File: src/qte_pkg.sv
`default_nettype none
package qte_pkg;

    localparam int CORDIC_STAGES_DEF = 16;
    localparam int TAB_LEN = 24;
    localparam int QW = 16;            // quaternion component width
    localparam int PW = 32;            // 16x16 product width
    localparam int VW = 34;            // sine / cosine terms, units of 2^-30
    localparam int CW = 36;            // cordic x/y with gain headroom
    localparam int ZW = 28;            // angle, units of 2^-24 rad
    localparam int SQ_W = 61;          // square and sqrt radicand width
    localparam int ROOT_W = 31;
    localparam int SQRT_ITER = 31;
    localparam int SQRT_LAT = SQRT_ITER + 1;
    localparam int OW = 16;
    localparam int DMW = 24;           // degree multiplier width with sign bit
    localparam int PRW = ZW + DMW;     // degree product width

    localparam logic signed [VW-1:0] ONE_Q30 = VW'(64'sd1 <<< 30);
    localparam logic signed [ZW-1:0] ANG_PI = 28'sd52707179;
    localparam logic signed [ZW-1:0] ANG_HALF_PI = 28'sd26353589;
    localparam logic [DMW-2:0] DEG_MUL = 23'd3754936;

    localparam logic [23:0] ATAN_TAB [TAB_LEN] = '{
        24'd13176795, 24'd7778716, 24'd4110060, 24'd2086331,
        24'd1047214, 24'd524117, 24'd262123, 24'd131069,
        24'd65536, 24'd32768, 24'd16384, 24'd8192,
        24'd4096, 24'd2048, 24'd1024, 24'd512,
        24'd256, 24'd128, 24'd64, 24'd32,
        24'd16, 24'd8, 24'd4, 24'd2
    };

    typedef struct packed {
        logic signed [VW-1:0] sinr;
        logic signed [VW-1:0] cosr;
        logic signed [VW-1:0] siny;
        logic signed [VW-1:0] cosy;
        logic signed [VW-1:0] sinp;
        logic                 clamp;
    } t_vec;

    typedef struct packed {
        logic clamp;
        logic neg;
    } t_flag;

    function automatic logic signed [OW-1:0] f_sat16(input logic signed [18:0] v);
        logic signed [OW-1:0] r;
        if (v > 19'sd32767) begin
            r = 16'sh7fff;
        end else if (v < -19'sd32768) begin
            r = 16'sh8000;
        end else begin
            r = v[OW-1:0];
        end
        return r;
    endfunction

endpackage
`default_nettype wire

File: src/qte_sqrt.sv
`default_nettype none
module qte_sqrt
    import qte_pkg::*;
(
    input  wire logic              i_clk,
    input  wire logic              i_en,
    input  wire logic [SQ_W-1:0]   i_sq,
    output logic      [ROOT_W-1:0] o_root
);

    localparam int RW = SQ_W + 2;

    logic [RW-1:0] r_rem [SQRT_ITER+1];
    logic [RW-1:0] r_res [SQRT_ITER+1];

    // radicand is 2^60 minus the square, never negative for in-range input
    always_ff @(posedge i_clk) begin
        if (i_en) begin
            r_rem[0] <= (RW'(1) << (SQ_W - 1)) - RW'(i_sq);
            r_res[0] <= '0;
        end
    end

    for (genvar k = 0; k < SQRT_ITER; k++) begin : g_iter
        logic [RW-1:0] bit_v;
        logic [RW-1:0] trial;
        assign bit_v = RW'(1) << (SQ_W - 1 - 2 * k);
        assign trial = r_res[k] + bit_v;
        always_ff @(posedge i_clk) begin
            if (i_en) begin
                if (r_rem[k] >= trial) begin
                    r_rem[k+1] <= r_rem[k] - trial;
                    r_res[k+1] <= (r_res[k] >> 1) + bit_v;
                end else begin
                    r_rem[k+1] <= r_rem[k];
                    r_res[k+1] <= r_res[k] >> 1;
                end
            end
        end
    end

    assign o_root = r_res[SQRT_ITER][ROOT_W-1:0];

endmodule
`default_nettype wire

File: config.mk
export PLATFORM = sky130hd
export DESIGN_NAME = qte_sqrt
export DESIGN_NICKNAME = d
export VERILOG_FILES = /design/src/qte_pkg.sv /design/src/qte_sqrt.sv
export SDC_FILE = /design/constraint.sdc
export NUM_CORES = 2
export LEC_CHECK = 0
export CAP_MARGIN = 40
export CORE_MARGIN = 2
export CORE_UTILIZATION = 55
export CTS_BUF_LIST = sky130_fd_sc_hd__clkbuf_4
export CTS_CLUSTER_DIAMETER = 150
export DETAILED_ROUTE_END_ITERATION = 6
export DONT_BUFFER_PORTS = 1
export PLACE_DENSITY = 0.7
export RECOVER_POWER = 100
export SETUP_SLACK_MARGIN = 0.3
export SLEW_MARGIN = 20
export SYNTH_ARGS = -nofsm -noshare
export SYNTH_HDL_FRONTEND = slang
export SYNTH_SLANG_ARGS = --single-unit
File: constraint.sdc
create_clock -name i_clk -period 11.05 [get_ports i_clk]
set_input_delay 3.315 -clock i_clk [delete_from_list [all_inputs] [get_ports i_clk]]
set_output_delay 3.315 -clock i_clk [all_outputs]
set_load 0.005 [all_outputs]
# After elaboration in Yosys (flattened, before gate mapping)

Memories as Yosys holds them, arrays and structs flattened.
Cells that the tools add are included.
W data, S select, Z words.

Order comparisons: 31
Bitwise gates (word level): 62
Multiplexer cells: 250
$add $sub $neg: 94

Operators by type and width:

| operator                 | number |
|---|---|
| $mux W63                 | 62 |
| $ge A63 B63 Y1           | 31 |
| $sub A63 B63 Y63         | 31 |
| $mux W1                  | 188 |
| $add A62 B1 Y63 const B  | 1 |
| $add A62 B11 Y63 const B | 1 |
| $add A62 B13 Y63 const B | 1 |
| $add A62 B15 Y63 const B | 1 |
| $add A62 B17 Y63 const B | 1 |
| $add A62 B19 Y63 const B | 1 |
| $add A62 B21 Y63 const B | 1 |
| $add A62 B23 Y63 const B | 1 |
| $add A62 B25 Y63 const B | 1 |
| $add A62 B27 Y63 const B | 1 |
| $add A62 B29 Y63 const B | 1 |
| $add A62 B3 Y63 const B  | 1 |
| $add A62 B31 Y63 const B | 1 |
| $add A62 B33 Y63 const B | 1 |
| $add A62 B35 Y63 const B | 1 |
| $add A62 B37 Y63 const B | 1 |
| $add A62 B39 Y63 const B | 1 |
| $add A62 B41 Y63 const B | 1 |
| $add A62 B43 Y63 const B | 1 |
| $add A62 B45 Y63 const B | 1 |
| 44 further kinds         | 105 |

Flip-flop bits (word level): 0
Memories kept: 2
Word-level logic and storage cells: 439
Output and inout port bits: 31
RAM bits: 4032

Memories:

| name  | depth | bits a word | rd ports | clocked after Yosys merged registers in | wr ports | RTL line       | source |
|---|---|---|---|---|---|---|---|
| r_rem | 32    | 63          | 31       | 0                                       | 32       | qte_sqrt.sv:13 | `logic [RW-1:0] r_rem [SQRT_ITER+1];` |
| r_res | 32    | 63          | 32       | 0                                       | 32       | qte_sqrt.sv:14 | `logic [RW-1:0] r_res [SQRT_ITER+1];` |

# Logic depth before layout (Yosys ltp)

An unclocked memory read counts as a cell.

Depth in word-level cells: 7
Gate-level depth with buffers: 14
Gate-level depth less buffers: 13

# Least setup slack after synthesis

No wires, ideal clock.

Kind: input-to-reg
From: in i_en
To: mem r_rem[1][819] in the netlist's numbering (enable)
Buffers on the path: 4
Arrival time: 6.678 ns
Slack: 3.888 ns
Library setup time: 0.483 ns
Data required time: 10.567 ns
Stages: 4
Cells stage by stage: clkbuf_1 clkbuf_1 clkbuf_1 clkbuf_1

RTL lines:

| element     | RTL line       | source |
|---|---|---|
| from (decl) | qte_sqrt.sv:6  | `input wire logic i_en,` |
| to (decl)   | qte_sqrt.sv:13 |  |

==> results.md <==
- Design Area, Final: 131000 sq um
- Worst hold path class: flip-flop to flip-flop
- TritonCTS clock tree: yes
- Slew HR: -168%
- Vias per cell: 6.03
- Netlist cell types: 93
- Drt first-iter violations: 8777
- Clk_lat worst skew: 1.39 ns
- Area of the multi-input gates: 42700 sq um
- # DRC: 0
- RSZ-0062 raised after global routing: false
- Post-synth EDFFs: 2448
- Crit path DAT: 9.09 ns
- GRT busiest layer: met2
- Critical path peak fanout: 64
- CTS Hold Bufs: 0
- Mapped Cells: 9722
- Post-Route WL: 314 mm
- H-tree lvl count: 6
- Share of post-route cells with drive strength above 1: 10.4%
- # fillers: 17.2k
- Vias in the first global route: 78.5k
- CTS buffer count: 639
- Syn Area/Cell: 12.3 sq um
- Tmin final: 7.99 ns
- Hold Fails Final Rpt: 0
- Core Region: 217000 sq um
- Final setup vio count: 0
- Clock Tree Buf Depth: 4
- Final period util: 72.3%
- GPL Wtd Cong: 0.951
- First-pass GRT wire length: 471 mm
- Layout Utilization: 60.2%
- Initial antenna violation count: 9
- Mapped Area: 120000 sq um
- Worst vdd rail ir drop: 0.000122 V
- Post-Syn Nets: 10.3k
- DR pass1 iterations: 6
- Top cells by area, synth: edfxtp_1 61%, ha_1 5.5%, xnor2_1 3.5%
- Antenna-violating nets left: 0
- Number of synthesized register bits: 2448
- Async S/R FF share, synth: 0%
- Total power: 0.0258 W
- Max Slew Vio Count: 1553
- Worst Setup Path Type: primary input to flip-flop
- Post-DP HPWL: 234 mm
- Die area: 221000 sq um
- Area after DPL: 123000 sq um
- Setup TNS: 0 ns
- Crit. End Element: flip-flop
- Met3 Usage GRT: 5.45%
- Starting Density: 55.2%
- Crit-path cells: buf_16 -> clkinv_1 -> clkbuf_1 -> nor3_1 -> o2111a_1 -> and2_0 -> clkbuf_1 -> nor4b_1 -> nand3_1 -> xnor2_1
- PD cells: 197 nW/um^2
- Met1 Use GR: 41.2%
- # nets final: 10.8k
- Max cap viols: 31
- Failing checks: max-capacitance violations, max-slew violations
- Sink Count: 2448
- Skew final: 0.119 ns
- Rows: 171
- I/O Buffers: 0
- Register area: 73500 sq um
- Post-synth top area share: 61.5%
- IO Pins: 94
- GRT Util Overall: 27.9%
- Slowest-stage cell, CP: clkbuf_1
- Post-cts resize count: 0
- Worst-Margin Slew: 4.02 ns
- DR WL/cell: 23.2 microns
- Critical Path RT: 12.15 ns
- Clock transition at path regs: 0.06 ns
- Grt total ovfl: 0
- Seq/Total Area, Yosys: 61.5%
- Cell type with the highest aggregate area in the netlist: edfxtp_1
- DIE WIDTH: 470 microns
- Post-CTS Setup Bufs: 0
- Slowest stage delay, CP: 2.34 ns
- Leak Pwr: 48.7 nW
- Clk root buf: clkbuf_4
- Most common flop cell mapped by yosys: edfxtp_1
- Largest net degree at the start of global routing: 181
- Met2 Resource Use GR: 41.3%
- CP dominant cell by count: clkbuf_1
- Status: finished, violations left
- Critical Path Start Type: primary input
- Die height: 470 microns
- Synth-to-Final Area Change: 9.18%
- Fmax: 0.125 GHz
- Vias after detailed routing: 81.4k
- Synth warnings: 0
[kinds of logic (layout without fill, tap and decap cells)]
group,Yosys count,in the layout,share of synthesized area [%]
adder cells (fa/ha/maj),526,526,5.50
flip-flops,2448,2448,61.5
multiplexers,74,74,0.681
AO/OA/AOI/OAI,1821,1821,9.57
AND/OR/NAND/NOR,3043,3043,13.2
other,0,9,0
XOR/XNOR,921,921,6.75
buffers and inverters,889,1806,2.80
[per-layer routing]
metal / share of wire (%) / up-vias / wire, microns
li1: - / 37840 / -
met2: 44 / 3553 / 137000
met3: 8.8 / 515 / 27700
met4: 3.0 / 4 / 9320
met1: 45 / 39505 / 140000
met5: 0.0070 / - / 22
[layout by cell type, fill, tap and decap left out, types with 45 or more instances in the layout]
cell type / n
o21bai_1: 52
a211oi_1: 53
nor2_1: 562
nor4b_1: 45
nand2_1: 751
a31oi_1: 53
xnor2_1: 473
nand2b_1: 117
clkinv_1: 122
or4_1: 89
nand3_1: 179
nor3_1: 284
a21o_1: 226
and3_1: 75
nand4_1: 155
xor2_1: 448
a21oi_1: 457
o21ai_0: 564
nor2b_1: 80
ha_1: 526
inv_1: 641
clkbuf_4: 884
o21a_1: 85
nor4_1: 372
edfxtp_1: 2448
mux2_2: 46
clkbuf_1: 52
or3_1: 102
[sequential cells by signal, indices dropped and copies added, names as in the netlist]
name   count
r_rem   1952
r_res    496
[power by group]
part	leakage [nW]	internal (W)	total (W)	switching, W
clock	4.61	0.00393	0.00757	0.00364
combinational	20.5	0.00206	0.00530	0.00324
sequential	23.5	0.0117	0.0129	0.00120
[final cells by class]
type / instances / area share, %
Antenna cell: 9 / 0.0172
Timing Repair Buffer: 89 / 0.508
Sequential cell: 2448 / 56.3
Multi-Input combinational cell: 6385 / 32.7
Clock buffer: 883 / 5.08
Clock inverter: 192 / 0.834
Inverter: 642 / 1.85
Tap cell: 2854 / 2.73
[synthesized netlist by cell type, types with 13 or more instances]
library cell     n
a2111oi_0       21
a211o_1         21
a211oi_1        52
a21boi_0        27
a21o_1         226
a21oi_1        459
a31o_2          13
a31oi_1         53
and2_1          39
and3_1          75
and4_1          27
and4b_1         14
clkbuf_1       229
edfxtp_1      2448
ha_1           526
inv_1          641
mux2_2          59
mux2i_1         15
nand2_1        751
nand2b_1       117
nand3_1        179
nand3b_1        38
nand4_1        155
nand4b_1        24
nor2_1         562
nor2b_1         80
nor3_1         280
nor3b_1         27
nor4_1         371
nor4b_1         44
o2111ai_1       20
o211ai_1        35
o21a_1          85
o21ai_0        564
o21bai_1        52
o31ai_1         41
or2_2           33
or3_1          101
or4_1           89
xnor2_1        473
xor2_1         448
[critical path: cells and delay by family]
family                 cells  cell delay [ns]
buffers and inverters      4             3.42
AND/OR/NAND/NOR            4             1.75
XOR/XNOR                   1             0.17
AO/OA/AOI/OAI              1             0.30
[path summary, 6_finish.rpt]
kind,start,to,slack [ns],cells after the start
setup reg to reg,r_rem[1][428],r_rem[1][502],5.62,9
hold / removal,r_rem[0][759],r_rem[0][822],0.38,0
hold reg to reg,r_rem[0][759],r_rem[0][822],0.38,0
setup / recovery,i_en,r_rem[1][928],3.06,10
[through the flow]
| step | hold WS [ns] | setup slack, ns | cells |
|---|---|---|---|
| 3_5_place_dp | 0.431 | 4.25 | 12409 |
| 5_1_grt | 0.405 | 2.80 | 13502 |
| 4_1_cts | 0.389 | 5.77 | 13484 |
| 2_1_floorplan | 0.417 | 3.89 | 9722 |
| 3_3_place_gp | 0.429 | 4.30 | 12389 |
| 6_report | 0.382 | 3.06 | 13502 |
Note: power is estimated with default switching activity, not from simulation.
